<file path="config.mk">
export PLATFORM = sky130hd
export DESIGN_NAME = vgds_front
export DESIGN_NICKNAME = d
export VERILOG_FILES = /design/src/rtl/vgds_pkg.sv /design/src/rtl/vgds_front.sv
export SDC_FILE = /design/constraint.sdc
export NUM_CORES = 2
export LEC_CHECK = 0
export ABC_AREA = 0
export BUFFER_PORTS_ARGS = -buffer_cell sky130_fd_sc_hd__buf_4
export CELL_PAD_IN_SITES_DETAIL_PLACEMENT = 1
export CELL_PAD_IN_SITES_GLOBAL_PLACEMENT = 2
export CORE_ASPECT_RATIO = 0.7
export CORE_UTILIZATION = 45
export DETAILED_ROUTE_END_ITERATION = 6
export PLACE_DENSITY_LB_ADDON = 0.25
export SYNTH_ARGS = -nofsm -noshare
export SYNTH_HDL_FRONTEND = slang
export SYNTH_SLANG_ARGS = --single-unit
</file>
<file path="constraint.sdc">
create_clock -name clk -period 35.6 [get_ports clk]
set_input_delay 8.9 -clock clk [delete_from_list [all_inputs] [get_ports clk]]
set_output_delay 8.9 -clock clk [all_outputs]
set_load 0.005 [all_outputs]
</file>
<file path="src/rtl/vgds_pkg.sv">
// ----------------------------------------------------------------------------
// vgds_pkg
// Shared widths, register codes, word types and arithmetic step functions
// for the voxel gradient diffuse shading core.
// ----------------------------------------------------------------------------
package vgds_pkg;

  localparam int COORD_W    = 7;
  localparam int DEN_W      = 8;
  localparam int LIGHT_W    = 20;
  localparam int INT_W      = 8;
  localparam int THR_W      = 16;
  localparam int SHADE_W    = 8;
  localparam int CIDX_W     = 3;
  localparam int CDATA_W    = 20;

  // light vector magnitude, sums of squares, square root, divider
  localparam int LMAG_W     = 20;
  localparam int LS_W       = 42;
  localparam int GS_W       = 18;
  localparam int ROOT_W     = 21;
  localparam int SREM_W     = 22;
  localparam int DREM_W     = 21;
  localparam int Q_W        = 16;
  localparam int SQ_STEPS   = 21;
  localparam int DIV_STEPS  = 16;
  localparam int LANES      = 6;

  localparam int FIFO_DEPTH = 4;
  localparam int FIFO_AW    = 2;

  typedef enum logic [CIDX_W-1:0] {
    REG_LIGHT_X   = 3'd0,
    REG_LIGHT_Y   = 3'd1,
    REG_LIGHT_Z   = 3'd2,
    REG_INTENSITY = 3'd3,
    REG_THRESHOLD = 3'd4
  } reg_idx_t;

  typedef struct packed {
    logic [LIGHT_W-1:0] light_x;
    logic [LIGHT_W-1:0] light_y;
    logic [LIGHT_W-1:0] light_z;
    logic [INT_W-1:0]   intensity;
    logic [THR_W-1:0]   threshold;
  } cfg_t;

  // word passed from the front end to the back end through the queue
  typedef struct packed {
    logic [2:0]             lsgn;
    logic [2:0][LMAG_W-1:0] lmag;
    logic [2:0]             gsgn;
    logic [2:0][DEN_W-1:0]  gmag;
    logic [LS_W-1:0]        ls;
    logic [GS_W-1:0]        gs;
    logic                   lit;
  } item_t;

  typedef struct packed {
    logic [LS_W-1:0]   s;
    logic [SREM_W-1:0] rem;
    logic [ROOT_W-1:0] root;
  } sq_t;

  typedef struct packed {
    logic [DREM_W-1:0] rem;
    logic [Q_W-1:0]    q;
  } dv_t;

  // One digit of the integer square root: bring in two bits, try 4r+1.
  function automatic sq_t sqrt_step(sq_t a);
    logic [SREM_W+1:0] t;
    logic [SREM_W+1:0] trial;
    sq_t               b;
    t     = {a.rem, a.s[LS_W-1 -: 2]};
    trial = {1'b0, a.root, 2'b01};
    b.s   = {a.s[LS_W-3:0], 2'b00};
    if (t >= trial) begin
      b.rem  = SREM_W'(t - trial);
      b.root = {a.root[ROOT_W-2:0], 1'b1};
    end else begin
      b.rem  = t[SREM_W-1:0];
      b.root = {a.root[ROOT_W-2:0], 1'b0};
    end
    return b;
  endfunction

  // One quotient bit of a restoring divide.
  function automatic dv_t div_step(dv_t a, logic [DREM_W:0] t, logic [ROOT_W-1:0] r);
    dv_t b;
    if (t >= {1'b0, r}) begin
      b.rem = DREM_W'(t - {1'b0, r});
      b.q   = {a.q[Q_W-2:0], 1'b1};
    end else begin
      b.rem = t[DREM_W-1:0];
      b.q   = {a.q[Q_W-2:0], 1'b0};
    end
    return b;
  endfunction

endpackage

</file>
<file path="src/rtl/vgds_front.sv">
// ----------------------------------------------------------------------------
// vgds_front
// Accepts voxel words, forms the light and gradient vectors, their sums of
// squares and the threshold decision, and hands each word to the queue.
// ----------------------------------------------------------------------------
module vgds_front import vgds_pkg::*; #(
  parameter int VOLUME_DIM = 128
) (
  input  logic               clk,
  input  logic               rst,
  input  cfg_t               cfg,
  input  logic               in_valid,
  output logic               in_ready,
  input  logic [COORD_W-1:0] voxel_x,
  input  logic [COORD_W-1:0] voxel_y,
  input  logic [COORD_W-1:0] voxel_z,
  input  logic [DEN_W-1:0]   center_density,
  input  logic [DEN_W-1:0]   next_x_density,
  input  logic [DEN_W-1:0]   next_y_density,
  input  logic [DEN_W-1:0]   next_z_density,
  output logic               push,
  input  logic               queue_full,
  output item_t              item
);

  localparam int COORD_TOP = (1 << COORD_W) - 1;
  localparam int CMAX      = (VOLUME_DIM - 1 > COORD_TOP) ? COORD_TOP : VOLUME_DIM - 1;
  localparam logic [COORD_W-1:0] CMAX_V = COORD_W'(CMAX);

  logic fen;

  logic                   f1v;
  logic [2:0]             l1_sgn;
  logic [2:0][LMAG_W-1:0] l1_mag;
  logic [2:0]             g1_sgn;
  logic [2:0][DEN_W-1:0]  g1_mag;

  logic                     f2v;
  logic [2:0]               l2_sgn;
  logic [2:0][LMAG_W-1:0]   l2_mag;
  logic [2:0]               g2_sgn;
  logic [2:0][DEN_W-1:0]    g2_mag;
  logic [2:0][2*LMAG_W-1:0] l2_sq;
  logic [2:0][2*DEN_W-1:0]  g2_sq;
  logic [2*THR_W-1:0]       thr2;

  logic f3v;

  logic [2:0][COORD_W-1:0] crd;
  logic [2:0][LIGHT_W-1:0] lpos;
  logic [2:0][DEN_W-1:0]   nden;
  logic [2:0]              l_sgn_c;
  logic [2:0][LMAG_W-1:0]  l_mag_c;
  logic [2:0]              g_sgn_c;
  logic [2:0][DEN_W-1:0]   g_mag_c;
  logic [LS_W-1:0]         ls_c;
  logic [GS_W-1:0]         gs_c;

  // advance the whole front end unless a finished word waits on a full queue
  assign fen      = !f3v || !queue_full;
  assign in_ready = fen;
  assign push     = f3v && !queue_full;

  // saturate coordinates and form the difference vectors
  always_comb begin
    logic [LIGHT_W+1:0] ld;
    logic [LIGHT_W+1:0] la;
    logic [DEN_W:0]     gd;
    logic [DEN_W:0]     ga;
    crd[0]  = (voxel_x > CMAX_V) ? CMAX_V : voxel_x;
    crd[1]  = (voxel_y > CMAX_V) ? CMAX_V : voxel_y;
    crd[2]  = (voxel_z > CMAX_V) ? CMAX_V : voxel_z;
    lpos[0] = cfg.light_x;
    lpos[1] = cfg.light_y;
    lpos[2] = cfg.light_z;
    nden[0] = next_x_density;
    nden[1] = next_y_density;
    nden[2] = next_z_density;
    for (int i = 0; i < 3; i++) begin
      ld = {{2{lpos[i][LIGHT_W-1]}}, lpos[i]} - {7'd0, crd[i], 8'd0};
      la = ld[LIGHT_W+1] ? (~ld + 1'b1) : ld;
      l_sgn_c[i] = ld[LIGHT_W+1];
      l_mag_c[i] = la[LMAG_W-1:0];
      gd = {1'b0, nden[i]} - {1'b0, center_density};
      ga = gd[DEN_W] ? (~gd + 1'b1) : gd;
      g_sgn_c[i] = gd[DEN_W];
      g_mag_c[i] = ga[DEN_W-1:0];
    end
  end

  // sum the squares of the registered products
  always_comb begin
    ls_c = LS_W'(l2_sq[0]) + LS_W'(l2_sq[1]) + LS_W'(l2_sq[2]);
    gs_c = GS_W'(g2_sq[0]) + GS_W'(g2_sq[1]) + GS_W'(g2_sq[2]);
  end

  // hold stage valid bits
  always_ff @(posedge clk) begin
    if (rst) begin
      f1v <= 1'b0;
      f2v <= 1'b0;
      f3v <= 1'b0;
    end else if (fen) begin
      f1v <= in_valid;
      f2v <= f1v;
      f3v <= f2v;
    end
  end

  // advance stage payloads
  always_ff @(posedge clk) begin
    if (fen) begin
      l1_sgn <= l_sgn_c;
      l1_mag <= l_mag_c;
      g1_sgn <= g_sgn_c;
      g1_mag <= g_mag_c;

      l2_sgn <= l1_sgn;
      l2_mag <= l1_mag;
      g2_sgn <= g1_sgn;
      g2_mag <= g1_mag;
      for (int i = 0; i < 3; i++) begin
        l2_sq[i] <= l1_mag[i] * l1_mag[i];
        g2_sq[i] <= g1_mag[i] * g1_mag[i];
      end
      thr2 <= cfg.threshold * cfg.threshold;

      item.lsgn <= l2_sgn;
      item.lmag <= l2_mag;
      item.gsgn <= g2_sgn;
      item.gmag <= g2_mag;
      item.ls   <= ls_c;
      item.gs   <= gs_c;
      item.lit  <= ({gs_c, 16'd0} >= {2'd0, thr2});
    end
  end

endmodule

</file>
# --- Yosys cells after proc, flatten, opt, wreduce, memory -nomap -nowiden ---
# Cells that the tools add are included.
op_classes:
  add_sub_neg: 16
  n_mul: 7
  magnitude_cmp: 4
  mux: 9
  bitwise_logic: 6
  n_reduce_logical: 4
ops:
  columns: ["operator", "n"]
  rows:
  - ["$mul 20x20->40", 3]
  - ["$sub 20x16->21", 3]
  - ["$add 20x1->20 const B", 3]
  - ["$mux 20", 3]
  - ["$not 20->20", 3]
  - ["$mul 8x8->16", 3]
  - ["$add 41x40->42", 1]
  - ["$add 40x40->41", 1]
  - ["$ge 34x32->1", 1]
  - ["$mul 16x16->32", 1]
  - ["$sub 8x8->9", 3]
  - ["$add 8x1->8 const B", 3]
  - ["$mux 8", 3]
  - ["$not 8->8", 3]
  - ["$gt 7x7->1 const B", 3]
  - ["$mux 7", 3]
  - ["$add 17x16->18", 1]
  - ["$add 16x16->17", 1]
  - ["$logic_not 1->1", 2]
  - ["$logic_and 1x1->1", 1]
  - ["$logic_or 1x1->1", 1]
word_totals:
  register_bits: 534
  wordCells: 83

# --- Logic depth before layout (Yosys ltp) ---
logic_depth:
  depth_word: 6
  mapped_depth: 28
  ltp_nobuf: 26

# --- Worst setup path before layout ---
# OpenSTA, ideal clock, no wires.
synth_timing:
  kind: "input to output"
  from: "in queue_full"
  to: "out in_ready"
  t_arrival_ns: 19.776
  setup_slack_ns: 6.924
  stages: 1
  n_path_buf: 0
  cell_sequence: "nand2_1"
synth_via:
  elab_chain_cells: 2
synth_lines:
  columns: ["item", "line_no", "source"]
  rows:
  - ["start, declared", "vgds_front.sv:22", "input logic queue_full,"]
  - ["$logic_not 1->1", "vgds_front.sv:60", "assign fen = !f3v || !queue_full;"]
  - ["$logic_or 1x1->1", "vgds_front.sv:60", null]
  - ["end, declared", "vgds_front.sv:13", "output logic in_ready,"]
# Every way passes these cells.

# --- Worst setup path in the final report ---
# Ends and elaborated chain as after synthesis.

==> results.cfg <==
[run_status]
status = completed

[global_route]
grt_pass1_wl_mm = 289.3
grt_max_degree = 129
grt_pass1_vias = 52170
antenna_found_initial = 8
grt_usage_pct = 23.66
overflow = 0

[critical_path]
crit_fanout = 5
reg2reg_setup_slack_ps = 26950
rr_startpoint = l1_mag[6]
crit_arrival_ps = 9440
path_cells = buf_4, nand2_4, buf_4
cp_common_cell = buf_4
critPathMaxStageDelay_ps = 220
end_kind = output port
worstPathRequired_ps = 26700
r2r_cells = 21
slowest_stage = nand2_4
r2r-end = l2_sq[39]
critPathLaunchType = input port
crit_type = in -> out

[clock_tree]
cts_max_path_buffers = 3
cts_resized = 0
numClockSinks = 521
cts_buffers = 60
hold_buffers = 0
cts_setup_buffers = 0
insertion_delay_ps = 730
cts_tree = done
root_buffer = clkbuf_16
clk_pin_slew_ps = 70
cts_htree_levels = 2

[detailed_routing]
via_per_inst = 5.125
dr.pass1.iters = 5
remaining_drc_errors = 0
wl_per_cell_um = 19.60
via_count = 45900
ant_nets = 0
drt_iter0_drc = 2076
wl_mm = 175.5

[hold_path]
hold_path_class = reg -> reg
hold_depth = 0
min_from = l2_mag[22]
hold_end = item[110]

[floorplan]
die_h_um = 330.5
dieArea_um2 = 155700
die_w_um = 471.3
coreArea_um2 = 153000
start_util_pct = 45.34
row_count = 120
top_level_ports = 294

[place]
place_area_um2 = 73900
dpl.hpwl_mm = 144.7
place_congestion = 0.8443
io_buffers = 285

[yosys]
yosys.area_share.adder_pct = 46.60
async_reset_ff_share_pct = 0
synth-edff-count = 518
synth_compound_area_share_pct = 6.925
ys_ff_latch = 521
synth-seq-area-share_pct = 22.51
synthXorXnorAreaFrac_pct = 5.114
post-synth-top-count-cell = inv_1
synth_area_leaders = fa_1 33%, edfxtp_1 22%, ha_1 14%
ys_warn_count = 0
syn_area_um2 = 69360
synth_top_family_by_area = adder cells
synth_top_area_share_pct = 32.79
synthMuxAreaShare_pct = 0.1714
yosysTopAreaCell = fa_1
synthSimpleGateAreaFrac_pct = 9.710
syn_area_per_cell_um2 = 10.44
yosys-top-cells-count = 1,491 x inv_1, 1,136 x fa_1, 766 x ha_1
synth-main-ff-cell = edfxtp_1
postSynthCellCount = 6643
synthDistinctLibCells = 81

[timing]
report.final.setup_viol = 0
fin_skew_ps = 79.57
rsz0062_at_grt = no
maxSlewViolCount = 0
maxSlewHeadroom_pct = 20.77
hold_violations = 0
tightest_slew_ps = 1188
min_period_over_period_pct = 51.51
fin_crit_ps = 18340
fmax_mhz = 54.54
setup_tns_ps = 0

[finish]
fin_area_um2 = 75990
drive_above_1_share_pct = 7.231
area_delta_synth_final_pct = 9.551
nNetsFinal = 8934
nFillCells = 16680

[run]
maxCapViolCount = 0
## per-layer routing
metal  track usage [%]  part of all wire (%)  up-vias
li1                  -                     -    21430
met1             33.58                    47    23560
met2             38.40                    46      720
met3             3.362                   4.4      185
met4             5.567                   2.3        4
met5                 0                 0.018        -
## critical path, delay by kind of cell
kind,cells,cell delay [ps]
buffers and inverters,2,310
and+or+nand+nor,1,220
## through the flow
step	setup WS (ps)	hold slack, ps	instances	util, %
floorplan	6924	400.3	6647	-
global placement	17230	401.9	8842	48.30
global route	17190	421.0	8956	49.67
finish	17260	417.0	8956	49.67
detailed placement	17220	405.2	8842	48.30
CTS	17220	414.3	8955	49.67
## how the worst max path moves through the flow
stage	from	end	slack, ps
global placement	queue_full	in_ready	17230
detailed placement	queue_full	in_ready	17220
global route	queue_full	in_ready	17190
floorplan	queue_full	in_ready	6920
finish	queue_full	in_ready	17260
CTS	queue_full	in_ready	17220
## flip-flops by register name, summed over array words and instances, names as in the netlist, 3 cells and up
name and flops:
l2_sq 114, g1_sgn 3, g2_sq 42, item 151, l2_mag 60, g1_mag 24, l1_mag 60, g2_mag 24
l1_sgn 3, l2_sgn 3, thr2 31, g2_sgn 3
## final cells by class
| class | count | area (µm²) | area share, % |
|---|---|---|---|
| clock buffer | 65 | 1520 | 2.001 |
| tap | 2013 | 2519 | 3.315 |
| inverter | 1492 | 5600 | 7.370 |
| multi-input combinational | 4472 | 47560 | 62.59 |
| clock inverter | 48 | 564.3 | 0.7426 |
| sequential | 521 | 15620 | 20.55 |
| antenna | 1 | 2.502 | 0.003293 |
| timing repair buffer | 344 | 2608 | 3.431 |
## kinds of logic (layout without fill, tap and decap cells)
family                   Yosys count  in the layout
AO/OA/AOI/OAI                    742            742
XOR/XNOR                         405            405
adder cells (fa/ha/maj)         1902           1902
buffers and inverters           1654           1949
flip-flops                       521            521
multiplexers                      11             11
other                              2              7
AND/OR/NAND/NOR                 1406           1406
## cells in the final DEF, fill, tap and decap left out, drive strengths merged, types with 10 or more instances in the layout
master	n
inv	1502
fa	1136
ha	766
nand2	560
edfxtp	518
buf	344
and2	305
xnor2	270
a21oi	244
nor2	236
xor2	135
o21ai	133
a21o	125
nor2b	65
clkbuf	65
nor3	51
nand3	44
o21bai	39
nand2b	34
nand4	30
a211oi	29
o21a	26
clkinv	26
a31oi	22
and3	20
or2	19
o31ai	19
o211ai	15
a21boi	15
a31o	14
or3	11
nor4	10
Power is left out: the tool's default activity adds up to more than one toggle a clock period on the data nets, which glitch-free logic cannot reach.
