==> src/rtl/vgds_pkg.sv <==
// ----------------------------------------------------------------------------
// vgds_pkg
// Shared widths, register codes, word types and arithmetic step functions
// for the voxel gradient diffuse shading core.
// ----------------------------------------------------------------------------
package vgds_pkg;

  localparam int COORD_W    = 7;
  localparam int DEN_W      = 8;
  localparam int LIGHT_W    = 20;
  localparam int INT_W      = 8;
  localparam int THR_W      = 16;
  localparam int SHADE_W    = 8;
  localparam int CIDX_W     = 3;
  localparam int CDATA_W    = 20;

  // light vector magnitude, sums of squares, square root, divider
  localparam int LMAG_W     = 20;
  localparam int LS_W       = 42;
  localparam int GS_W       = 18;
  localparam int ROOT_W     = 21;
  localparam int SREM_W     = 22;
  localparam int DREM_W     = 21;
  localparam int Q_W        = 16;
  localparam int SQ_STEPS   = 21;
  localparam int DIV_STEPS  = 16;
  localparam int LANES      = 6;

  localparam int FIFO_DEPTH = 4;
  localparam int FIFO_AW    = 2;

  typedef enum logic [CIDX_W-1:0] {
    REG_LIGHT_X   = 3'd0,
    REG_LIGHT_Y   = 3'd1,
    REG_LIGHT_Z   = 3'd2,
    REG_INTENSITY = 3'd3,
    REG_THRESHOLD = 3'd4
  } reg_idx_t;

  typedef struct packed {
    logic [LIGHT_W-1:0] light_x;
    logic [LIGHT_W-1:0] light_y;
    logic [LIGHT_W-1:0] light_z;
    logic [INT_W-1:0]   intensity;
    logic [THR_W-1:0]   threshold;
  } cfg_t;

  // word passed from the front end to the back end through the queue
  typedef struct packed {
    logic [2:0]             lsgn;
    logic [2:0][LMAG_W-1:0] lmag;
    logic [2:0]             gsgn;
    logic [2:0][DEN_W-1:0]  gmag;
    logic [LS_W-1:0]        ls;
    logic [GS_W-1:0]        gs;
    logic                   lit;
  } item_t;

  typedef struct packed {
    logic [LS_W-1:0]   s;
    logic [SREM_W-1:0] rem;
    logic [ROOT_W-1:0] root;
  } sq_t;

  typedef struct packed {
    logic [DREM_W-1:0] rem;
    logic [Q_W-1:0]    q;
  } dv_t;

  // One digit of the integer square root: bring in two bits, try 4r+1.
  function automatic sq_t sqrt_step(sq_t a);
    logic [SREM_W+1:0] t;
    logic [SREM_W+1:0] trial;
    sq_t               b;
    t     = {a.rem, a.s[LS_W-1 -: 2]};
    trial = {1'b0, a.root, 2'b01};
    b.s   = {a.s[LS_W-3:0], 2'b00};
    if (t >= trial) begin
      b.rem  = SREM_W'(t - trial);
      b.root = {a.root[ROOT_W-2:0], 1'b1};
    end else begin
      b.rem  = t[SREM_W-1:0];
      b.root = {a.root[ROOT_W-2:0], 1'b0};
    end
    return b;
  endfunction

  // One quotient bit of a restoring divide.
  function automatic dv_t div_step(dv_t a, logic [DREM_W:0] t, logic [ROOT_W-1:0] r);
    dv_t b;
    if (t >= {1'b0, r}) begin
      b.rem = DREM_W'(t - {1'b0, r});
      b.q   = {a.q[Q_W-2:0], 1'b1};
    end else begin
      b.rem = t[DREM_W-1:0];
      b.q   = {a.q[Q_W-2:0], 1'b0};
    end
    return b;
  endfunction

endpackage

==> src/rtl/vgds_fifo.sv <==
// ----------------------------------------------------------------------------
// vgds_fifo
// Short queue between the front end and the back end.
// ----------------------------------------------------------------------------
module vgds_fifo import vgds_pkg::*; (
  input  logic  clk,
  input  logic  rst,
  input  logic  push,
  input  item_t push_item,
  input  logic  pop,
  output item_t pop_item,
  output logic  full,
  output logic  empty
);

  item_t              mem [FIFO_DEPTH];
  logic [FIFO_AW-1:0] wptr;
  logic [FIFO_AW-1:0] rptr;
  logic [FIFO_AW:0]   count;

  assign full     = (count == (FIFO_AW+1)'(FIFO_DEPTH));
  assign empty    = (count == '0);
  assign pop_item = mem[rptr];

  // move pointers and occupancy
  always_ff @(posedge clk) begin
    if (rst) begin
      wptr  <= '0;
      rptr  <= '0;
      count <= '0;
    end else begin
      if (push) wptr <= wptr + 1'b1;
      if (pop)  rptr <= rptr + 1'b1;
      if (push && !pop)      count <= count + 1'b1;
      else if (pop && !push) count <= count - 1'b1;
    end
  end

  // store words
  always_ff @(posedge clk) begin
    if (push) mem[wptr] <= push_item;
  end

endmodule

==> config.mk <==
export PLATFORM = sky130hd
export DESIGN_NAME = vgds_fifo
export DESIGN_NICKNAME = d
export VERILOG_FILES = /design/src/rtl/vgds_pkg.sv /design/src/rtl/vgds_fifo.sv
export SDC_FILE = /design/constraint.sdc
export NUM_CORES = 1
export LEC_CHECK = 0
export ABC_AREA = 1
export BUFFER_PORTS_ARGS = -buffer_cell sky130_fd_sc_hd__buf_4
export CAP_MARGIN = 20
export CORE_AREA = 2 2 258 260
export DETAILED_ROUTE_END_ITERATION = 12
export DIE_AREA = 0 0 260 262
export PLACE_DENSITY = 0.57
export SYNTH_ARGS = -nofsm -noshare
export SYNTH_HDL_FRONTEND = slang
export SYNTH_SLANG_ARGS = --single-unit
==> constraint.sdc <==
create_clock -name clk -period 7.9 [get_ports clk]
set_input_delay 0.79 -clock clk [delete_from_list [all_inputs] [get_ports clk]]
set_output_delay 0.79 -clock clk [all_outputs]
set_load 0.03 [all_outputs]
# ---- Word-level counts from Yosys, hierarchy flattened
# Memory sizes are Yosys's and may differ from the RTL's. A register that Yosys moved wholly into a read port is not among the register bits.
# Index checks and enable logic that the tools add are counted.
dict set report op_classes {
  bitwise_logic 0
  mux 6
  magnitude_cmp 0
  n_addsub 4
  shift 0
  div 0
  eq_ne 1
  n_reduce_logical 6
  n_mul 0
}
# cell n
set ops {}
lappend ops {{3-bit 2-to-1 mux} 2}
lappend ops {{2-bit by 1-bit adder with 2-bit output (second input constant)} 2}
lappend ops {{2-bit 2-to-1 mux} 2}
lappend ops {{3-bit by 1-bit adder with 3-bit output (second input constant)} 1}
lappend ops {{3-bit == test (second input constant)} 1}
lappend ops {{3-bit logical NOT} 1}
lappend ops {{3-bit by 1-bit subtractor with 3-bit output (second input constant)} 1}
lappend ops {{1-bit logical AND} 2}
lappend ops {{1-bit logical NOT} 2}
lappend ops {{1-bit 2-to-1 mux} 2}
lappend ops {{2-bit nonzero test} 1}
dict set report totals {
  romBits 0
  ram_bits 604
  register_bits 7
  latch_bits 0
  in_bits 155
  out_inout_bits 153
  word_cells 21
  n_memories 1
}
# name words width read_ports rd_clocked_by_memory_dff write_ports line_no
set mem_list {}
lappend mem_list {mem 4 151 1 1 1 vgds_fifo.sv:16} ;# item_t mem [FIFO_DEPTH];

# ---- Logic depth before layout (Yosys ltp)
# Gate-level depths: netlist of run 1.
dict set report logic_depth {
  ltp_word 4
  mapped_depth 10
  depth_no_buf 10
}

# ---- Worst setup path after synthesis of run 1
# OpenSTA, ideal clock, no wires.
dict set report synth_timing {
  path_type {input to register}
  startpoint {in push}
  endpoint {mem mem[0][0] (netlist bit), enable pin}
  path_stages 2
  arrival_time_ps 3728
  setup_slack_ps 3668
  path_cell_list {nand2_1 inv_1}
}
dict set report synth_via {
  elab_chain_len 2
}
# item line_no
set synth_lines {}
lappend synth_lines {{from (decl)} vgds_fifo.sv:8} ;# input logic push,
lappend synth_lines {{1-bit 2-to-1 mux} vgds_fifo.sv:41} ;# if (push) mem[wptr] <= push_item;
lappend synth_lines {{1-bit 2-to-1 mux (not written as such)} vgds_fifo.sv:41}
lappend synth_lines {{to (decl)} vgds_fifo.sv:16}
# No other way between the ends.

==> impl_metrics.py, run 1 <==
metrics = {
    "outcome": {
        "outcome": "finished clean",
    },
    "final_layout": {
        "fin_util": 0.428,
        "final_common_cell": "edfxtp_1",
        "final_nets": 1971,
        "final_cell_mix": "edfxtp_1, buf_4, nor2_1",
        "area_delta_synth_final_pct": 22.9,
        "num_antenna_cells": 0,
        "drive_above_1_share": 0.229,
        "nFillCells": 5895,
    },
    "synth": {
        "yosysSeqAreaShare": 0.807,
        "synth_area_per_cell_um2": 15.0,
        "synth_xor_area_frac": 0.000386,
        "synth_mux_area_frac": 0,
        "synthAdderAreaFrac": 0.00364,
        "yosys.area.top_type_share": 0.799,
        "yosys.area.top_type": "edfxtp_1",
        "synthCells": 1518,
        "ys_types": 21,
        "yosys_warnings": 0,
        "synth_area_leaders": "edfxtp_1, o21ai_0, nor2_1",
        "synth_compound_area_frac": 0.110,
        "yosys.area_share.simple": 0.0533,
        "ys_seq_elements": 613,
        "synth.net_count": 1679,
        "synth_top_family_by_area": "compound AO/OA/AOI/OAI gates",
        "syn_area_mm2": 0.0227,
    },
    "timing": {
        "setup_tns_ns": 0,
        "holdWs_ns": 0.363,
        "slew_headroom": 0.318,
        "clock_skew_ns": 0.0236,
        "drv_slew": 0,
        "rsz0062_at_grt": "no",
        "hold_violations": 0,
        "setup_viol": 0,
        "min_period_over_period": 0.561,
        "finalCriticalPeriod_ns": 4.44,
        "max_freq_mhz": 225,
        "tightest_slew_ns": 1.02,
    },
    "worst_setup_path": {
        "critPathMaxFanout": 88,
        "worstPathArrival_ns": 3.65,
        "path_cells": "buf_4 -> buf_4 -> o21ai_0 -> o22ai_1 -> buf_4",
        "critPathKind": "reg2out",
        "startpoint_type": "flip-flop",
        "cp_top_family": "buffers and inverters",
        "timing.critical_path.buf_inv": 3,
        "cp.depth": 5,
        "cpPeakStageDelay_ns": 0.78,
        "cp_slowest_cell": "buf_4",
        "cp_common_cell": "buf_4",
        "reg2reg_depth": 4,
        "cp-end-kind": "primary output",
        "critPathRequiredTime_ns": 7.11,
    },
    "cts": {
        "htree_levels": 3,
        "clk_pin_slew_ns": 0.06,
        "cts_resized": 0,
        "cts_sinks": 613,
        "cts_tree": "done",
        "cts_buffers": 66,
        "postCtsSetupBuffers": 0,
        "clk_path_buf_depth": 3,
        "cts_root_buffer": "clkbuf_16",
        "clock_latency_ns": 0.60,
        "ctsHoldBuffers": 0,
    },
    "floorplan": {
        "ios": 308,
        "core_mm2": 0.0653,
        "die_area_mm2": 0.0681,
        "fp-row-count": 94,
        "fp.dieH_um": 262,
        "die_width_um": 260,
        "initial_core_util": 0.348,
    },
    "route": {
        "ant_nets": 0,
        "num_vias": 13600,
        "first_pass_iters": 5,
        "route.detailed.wl_per_inst_um": 19.7,
        "viasPerCell": 5.01,
        "routed_wl_um": 53800,
        "drc_errors": 0,
        "dr.first_iter.drc_count": 911,
    },
    "grt": {
        "grt_max_degree": 111,
        "grt_pass1_wl_um": 80400,
        "use_met3": 0.0382,
        "grt.total_usage": 0.155,
        "busiest_layer": "met2",
        "antenna_found_initial": 2,
        "gr-usage-met2": 0.264,
        "grt_overflow": 0,
        "grt_pass1_vias": 13700,
        "met1_usage": 0.192,
    },
    "min_path": {
        "min_path_type": "in2reg",
        "min_path_cells": 2,
    },
    "job": {
        "cap_violations": 0,
    },
    "power_and_ir_drop": {
        "powerDensity_mw_per_mm2": 278,
        "power_mw": 7.75,
        "peakVddDrop_uv": 209,
        "p_leak_nw": 9.59,
    },
    "placed_design": {
        "dpl.hpwl_um": 29400,
        "place.gp.congestion": 0.726,
        "place.port_buffers": 307,
    },
}
[registers in the layout, indices dropped and copies added (netlist names), named ones only]
signal and cells:
wptr 2, count 3, mem 604, rptr 2
[worst reg2reg max path, delay by kind of cell, from the launching register on]
kind,cells,cell delay (ns)
DFF,1,0.35
and+or+nand+nor,1,0.10
adders and majority gates,1,0.15
buffers and inverters,2,1.41
[layout make-up]
cell class	count	area (um^2)	share of cell area
clock buffer	87	1770	0.0635
clock inverter	32	422	0.0151
inverter	17	93.8	0.00336
multi-input combinational	789	3800	0.136
sequential	613	18300	0.656
tap	864	1080	0.0387
timing repair buffer	323	2420	0.0869
[per-layer routing]
| layer | vias up | share of wire | wire length [um] |
|---|---|---|---|
| li1 | 6339 | - | - |
| met5 | - | 0.00043 | 23 |
| met4 | 4 | 0.024 | 1280 |
| met2 | 303 | 0.50 | 26600 |
| met1 | 6903 | 0.42 | 22500 |
| met3 | 93 | 0.063 | 3370 |
[cells by family after synthesis]
| kind of cell | count (synthesis) |
|---|---|
| AOI/OAI and AO/OA | 461 |
| buffers and inverters | 116 |
| xor gates and xnor gates | 1 |
| and+or+nand+nor | 321 |
| adders and majority gates | 6 |
| DFF | 613 |
[worst paths after layout]
path | start | endpoint | slack, ns
worst max-delay path | flip-flop | pop_item[61] | 3.46
worst min-delay path | rst | count[0] | 0.36
worst max register to register | wptr[0] | mem[3][86] | 5.42
worst min register to register | rptr[1] | flip-flop | 0.43
[power breakdown]
part,switching (mW),internal [mW]
clock network,1.25,1.86
registers,0.0389,3.72
logic,0.601,0.278
[metrics by stage]
stage          cells  worst slack (ns)  instance area (um^2)
6_report        2725              3.46                 27900
5_1_grt         2725              3.18                 27900
4_1_cts         2725              3.37                 27900
3_5_place_dp    2606              4.01                 25700
3_3_place_gp    2606              4.10                 25700
2_1_floorplan   1518              3.67                 22700
[synth_stat cells]
master    number
xor2_1         1
buf_2         36
nor3_1         2
o22ai_1      151
clkbuf_2      12
ha_1           5
fa_1           1
nand2_1        9
inv_2          2
buf_6         10
o21ai_1       35
inv_1         15
clkbuf_1      35
nand3_1        1
nand4_1        1
edfxtp_1     604
buf_4          6
dfxtp_1        9
o21ai_0      272
a21oi_1        3
nor2_1       308
(Power assumes the default switching activity.)
==> run 2, diff against run 1 <==
==> constraint.sdc (replaced) <==
create_clock -name clk -period 4.17 [get_ports clk]
set_input_delay 0.417 -clock clk [delete_from_list [all_inputs] [get_ports clk]]
set_output_delay 0.417 -clock clk [all_outputs]
set_load 0.03 [all_outputs]
==> run 2 against run 1 <==
Against the previous run: sequential share of layout area shrank 3.4 points; first-iteration DRC count shrank 12%; via count grew 3.9%; worst setup slack lost 2.3 ns; die area is the same; critical endpoint is now pop_item[123]; largest cell class unchanged.
==> impl_metrics.py, run 2 (synthesized netlist as in run 1, its figures left out) <==
metrics = {
    "timing": {
        "clock_skew_ns": 0.0147,
        "setup_tns_ns": 0,
        "max_freq_mhz": 329,
        "tightest_slew_ns": 0.917,
        "setup_viol": 0,
        "drv_slew": 0,
        "hold_violations": 0,
        "rsz0062_at_grt": "no",
        "min_period_over_period": 0.730,
        "slew_headroom": 0.388,
        "finalCriticalPeriod_ns": 3.04,
    },
    "cts": {
        "cts_sinks": 613,
        "postCtsSetupBuffers": 0,
        "cts_root_buffer": "clkbuf_16",
        "htree_levels": 2,
        "clk_pin_slew_ns": 0.06,
        "cts_buffers": 61,
        "clock_latency_ns": 0.60,
        "cts_tree": "done",
        "clk_path_buf_depth": 3,
    },
    "worst_setup_path": {
        "cp_top_family": "buffers and inverters",
        "cp_slowest_cell": "dfxtp_4",
        "cp_common_cell": "buf_4",
        "critPathKind": "reg2out",
        "path_cells": "inv_4 -> buf_4 -> o21ai_0 -> o22ai_1 -> buf_4",
        "cpPeakStageDelay_ns": 0.54,
        "startpoint_type": "flip-flop",
        "critPathRequiredTime_ns": 3.75,
        "critPathMaxFanout": 52,
        "worstPathArrival_ns": 2.63,
        "timing.critical_path.buf_inv": 3,
        "cp-end-kind": "primary output",
    },
    "final_layout": {
        "final_nets": 2130,
        "max_flop_register": "mem",
        "fin_cells": 2885,
        "fin_util": 0.451,
        "top_regs": "mem x604, count x3",
        "drive_above_1_share": 0.213,
        "final_cell_mix": "edfxtp_1, buf_4, nor2_1",
        "nFillCells": 5772,
        "area_delta_synth_final_pct": 29.7,
        "final_area_mm2": 0.0295,
        "final_common_cell": "edfxtp_1",
        "largest_reg_flops": 604,
    },
    "floorplan": {
        "initial_core_util": 0.348,
        "die_area_mm2": 0.0681,
        "core_mm2": 0.0653,
        "fp.dieH_um": 262,
        "fp-row-count": 94,
        "ios": 308,
        "die_width_um": 260,
    },
    "power_and_ir_drop": {
        "powerDensity_mw_per_mm2": 490,
        "p_sw_frac": 0.244,
        "seq_power_share": 0.493,
        "p_leak_nw": 10.2,
        "comb_power_share": 0.127,
        "switching_power_mw": 3.51,
        "p_int_mw": 10.9,
        "peakVddDrop_uv": 350,
        "clkPwrFrac": 0.380,
        "power_mw": 14.4,
    },
    "placed_design": {
        "dpl.hpwl_um": 29800,
        "place_area_mm2": 0.0259,
        "place.port_buffers": 307,
        "place.gp.congestion": 0.742,
        "dp.cells": 2618,
    },
    "min_path": {
        "min_path_type": "in2reg",
    },
    "grt": {
        "grt_max_degree": 167,
        "grt_pass1_wl_um": 81600,
        "grt_pass1_vias": 14400,
        "grt.total_usage": 0.154,
        "antenna_found_initial": 3,
        "grt_overflow": 0,
    },
    "outcome": {
        "outcome": "finished clean",
    },
    "job": {
        "cap_violations": 0,
    },
    "route": {
        "viasPerCell": 4.91,
        "ant_nets": 0,
        "routed_wl_um": 54300,
        "drc_errors": 0,
        "num_vias": 14200,
        "route.detailed.wl_per_inst_um": 18.8,
        "dr.first_iter.drc_count": 802,
        "first_pass_iters": 5,
    },
}
## run 2: worst min-delay path, cell delays in order
cell,delay (ns)
buf_4,0.14
inv_1,0.09
a21oi_1,0.07
## run 2: power groups by stage
stage,clock [mW],combinational (mW),sequential (mW)
2_1_floorplan,0,0.982,7.25
3_3_place_gp,0,1.71,7.24
3_5_place_dp,0,1.73,7.25
4_1_cts,5.62,1.86,7.12
5_1_grt,5.85,1.97,7.13
6_report,5.48,1.83,7.11
## run 2: per-layer routing
metal,global-route usage,routed length (um)
met5,0,27
met4,0.0439,1120
met2,0.261,26900
met3,0.0363,2990
met1,0.198,23300
## run 2: cell type report
class / count / area, um^2 / area share
Clock buffer: 70 / 1560 / 0.0530
Inverter: 17 / 93.8 / 0.00319
Clock inverter: 43 / 434 / 0.0147
Timing Repair Buffer: 487 / 4160 / 0.141
Antenna cell: 2 / 5.00 / 0.000170
Tap cell: 864 / 1080 / 0.0367
Multi-Input combinational cell: 789 / 3800 / 0.129
Sequential cell: 613 / 18300 / 0.622
## run 2: what timing repair did
action | 4_1_cts | 5_1_grt
endpoints found under the hold margin | 603 | 0
gates resized for setup | 0 | 0
endpoints found under the setup margin | 0 | 0
hold buffers | 152 | 0
## run 2: per-stage QoR
stage | setup WS, ns | hold WS, ns
after floorplan | 0.174 | 0.412
after global placement | 1.72 | 0.418
after detailed placement | 1.71 | 0.422
after CTS | 1.05 | 0.121
after global routing | 0.901 | 0.169
final | 1.13 | 0.171
## run 2: path summary, 6_finish.rpt
| path | from | to | slack (ns) | cells after the start |
|---|---|---|---|---|
| worst max-delay path | flip-flop | pop_item[123] | 1.13 | 5 |
| worst min-delay path | push | wptr[1] | 0.17 | 3 |
| worst max register to register | wptr[0] | mem[0][77] | 2.04 | 5 |
| worst min register to register | rptr[1] | flip-flop | 0.43 | 1 |
==> run 3, diff against run 2 <==
==> constraint.sdc (replaced) <==
create_clock -name clk -period 3.08 [get_ports clk]
set_input_delay 0.308 -clock clk [delete_from_list [all_inputs] [get_ports clk]]
set_output_delay 0.308 -clock clk [all_outputs]
set_load 0.03 [all_outputs]
==> run 3 against run 2 <==
Against the previous run: critical path depth stayed put; core utilization grew 0.13 points; non-clock buffer count unchanged; combinational power up 38%; register-to-register slack worse by 1.2 ns; wire length down 0.24%; sequential power is 35% higher; via count shrank 0.12%; global-route usage rose by 0.22 points; first-iteration DRC count up 1.7%; count of clock-buffer cells in the layout is 18 higher; critical endpoint is now pop_item[87].
==> impl_metrics.py, run 3 (synthesized netlist as in run 1, its figures left out) <==
metrics = {
    "power_and_ir_drop": {
        "p_int_mw": 14.5,
        "switching_power_mw": 4.85,
        "seq_power_share": 0.496,
        "power_mw": 19.4,
        "peakVddDrop_uv": 550,
        "powerDensity_mw_per_mm2": 656,
        "comb_power_share": 0.130,
        "clkPwrFrac": 0.374,
        "p_sw_frac": 0.250,
        "p_leak_nw": 10.2,
    },
    "grt": {
        "use_met3": 0.0390,
        "grt_max_degree": 165,
        "grt_overflow": 0,
        "grt_pass1_vias": 14500,
        "grt_pass1_wl_um": 82000,
        "busiest_layer": "met2",
        "gr-usage-met2": 0.262,
        "met1_usage": 0.198,
        "antenna_found_initial": 2,
        "grt.total_usage": 0.156,
    },
    "route": {
        "drc_errors": 0,
        "num_vias": 14200,
        "dr.first_iter.drc_count": 816,
        "ant_nets": 0,
        "route.detailed.wl_per_inst_um": 18.7,
        "first_pass_iters": 4,
        "routed_wl_um": 54200,
        "viasPerCell": 4.89,
    },
    "min_path": {
        "hp-start": "pop",
        "min_path_type": "in2reg",
    },
    "floorplan": {
        "die_area_mm2": 0.0681,
        "die_width_um": 260,
        "initial_core_util": 0.348,
        "fp.dieH_um": 262,
        "core_mm2": 0.0653,
        "fp-row-count": 94,
        "ios": 308,
    },
    "final_layout": {
        "max_flop_register": "mem",
        "area_delta_synth_final_pct": 30.1,
        "fin_cells": 2894,
        "final_cell_mix": "edfxtp_1, buf_4, nor2_1",
        "final_area_mm2": 0.0295,
        "final_common_cell": "edfxtp_1",
        "top_regs": "mem x604, count x3",
        "drive_above_1_share": 0.217,
        "largest_reg_flops": 604,
        "final_nets": 2137,
        "fin_util": 0.453,
    },
    "placed_design": {
        "pre_cts_ws_ns": 0.843,
        "dpl.hpwl_um": 29100,
        "place_area_mm2": 0.0260,
        "place.port_buffers": 307,
        "dp.cells": 2618,
        "place.gp.congestion": 0.721,
    },
    "worst_setup_path": {
        "path_cells": "inv_8 -> buf_4 -> o21ai_0 -> o22ai_1 -> buf_4",
        "worstPathArrival_ns": 2.50,
        "critPathMaxFanout": 120,
        "startpoint_type": "flip-flop",
        "cpPeakStageDelay_ns": 0.53,
        "cp_slowest_cell": "inv_8",
        "cp-end-kind": "primary output",
        "cp_common_cell": "buf_4",
        "critPathKind": "reg2out",
        "cp_top_family": "buffers and inverters",
        "critPathRequiredTime_ns": 2.77,
        "r2r-start": "wptr[0]",
        "timing.critical_path.buf_inv": 3,
    },
    "timing": {
        "setup_viol": 0,
        "min_period_over_period": 0.911,
        "setup_tns_ns": 0,
        "drv_slew": 0,
        "holdWs_ns": 0.0747,
        "clock_skew_ns": 0.0144,
        "rsz0062_at_grt": "no",
        "finalWorstSetupSlack_ns": 0.274,
        "finalCriticalPeriod_ns": 2.81,
        "slew_headroom": 0.463,
        "hold_violations": 0,
        "tightest_slew_ns": 0.805,
        "max_freq_mhz": 356,
    },
    "cts": {
        "cts_tree": "done",
        "htree_levels": 3,
        "cts_sinks": 613,
        "clk_path_buf_depth": 3,
        "clk_pin_slew_ns": 0.05,
        "cts_buffers": 68,
        "cts_root_buffer": "clkbuf_16",
        "cts_resized": 0,
        "clock_latency_ns": 0.59,
    },
    "job": {
        "cap_violations": 0,
    },
    "outcome": {
        "outcome": "finished clean",
    },
}
run 3: cell count changes in the layout (fill, tap and decap cells not counted), sizes merged:
cell,delta
clkinv,-1
clkbuf,+18
bufinv,-9
inv,-2
clkinvlp,+3
run 3: layout make-up:
type | instances | area [um^2]
fill | 5786 | 35700
antenna | 2 | 5.00
timing repair buffer | 487 | 4240
multi-input combinational | 789 | 3820
tap | 864 | 1080
clock buffer | 88 | 1780
sequential | 613 | 18300
clock inverter | 34 | 211
inverter | 17 | 88.8
run 3: layer usage:
| layer | share of wire | wire length, um |
|---|---|---|
| met1 | 0.43 | 23100 |
| met2 | 0.49 | 26400 |
| met5 | 0 | 0 |
| met4 | 0.023 | 1250 |
| met3 | 0.064 | 3480 |
run 3: power groups by stage:
stage / combinational (mW) / clock [mW] / sequential, mW
finish: 2.52 / 7.24 / 9.62
global route: 2.72 / 7.77 / 9.64
CTS: 2.56 / 7.49 / 9.62
detailed placement: 2.39 / 0 / 9.79
global placement: 2.36 / 0 / 9.78
floorplan: 1.33 / 0 / 9.81
run 3: worst register-to-register path, stage by stage (launching register included):
cell and delay [ns]:
dfxtp_2 0.35, ha_1 0.17, nand2_2 0.07, clkinvlp_4 0.07, buf_4 0.48, buf_4 0.69
run 3: what timing repair did:
item / 4_1_cts / 5_1_grt
hold endpoints to repair: 605 / 0
buffers inserted: 0 / 0
hold buffers: 152 / 0
run 3: final timing paths:
| kind | to | slack (ns) | cells past startpoint |
|---|---|---|---|
| setup / recovery | pop_item[87] | 0.27 | 5 |
| setup reg to reg | mem[3][88] | 0.86 | 5 |
| hold / removal | rptr[0] | 0.07 | 3 |
| hold reg to reg | flip-flop | 0.45 | 1 |
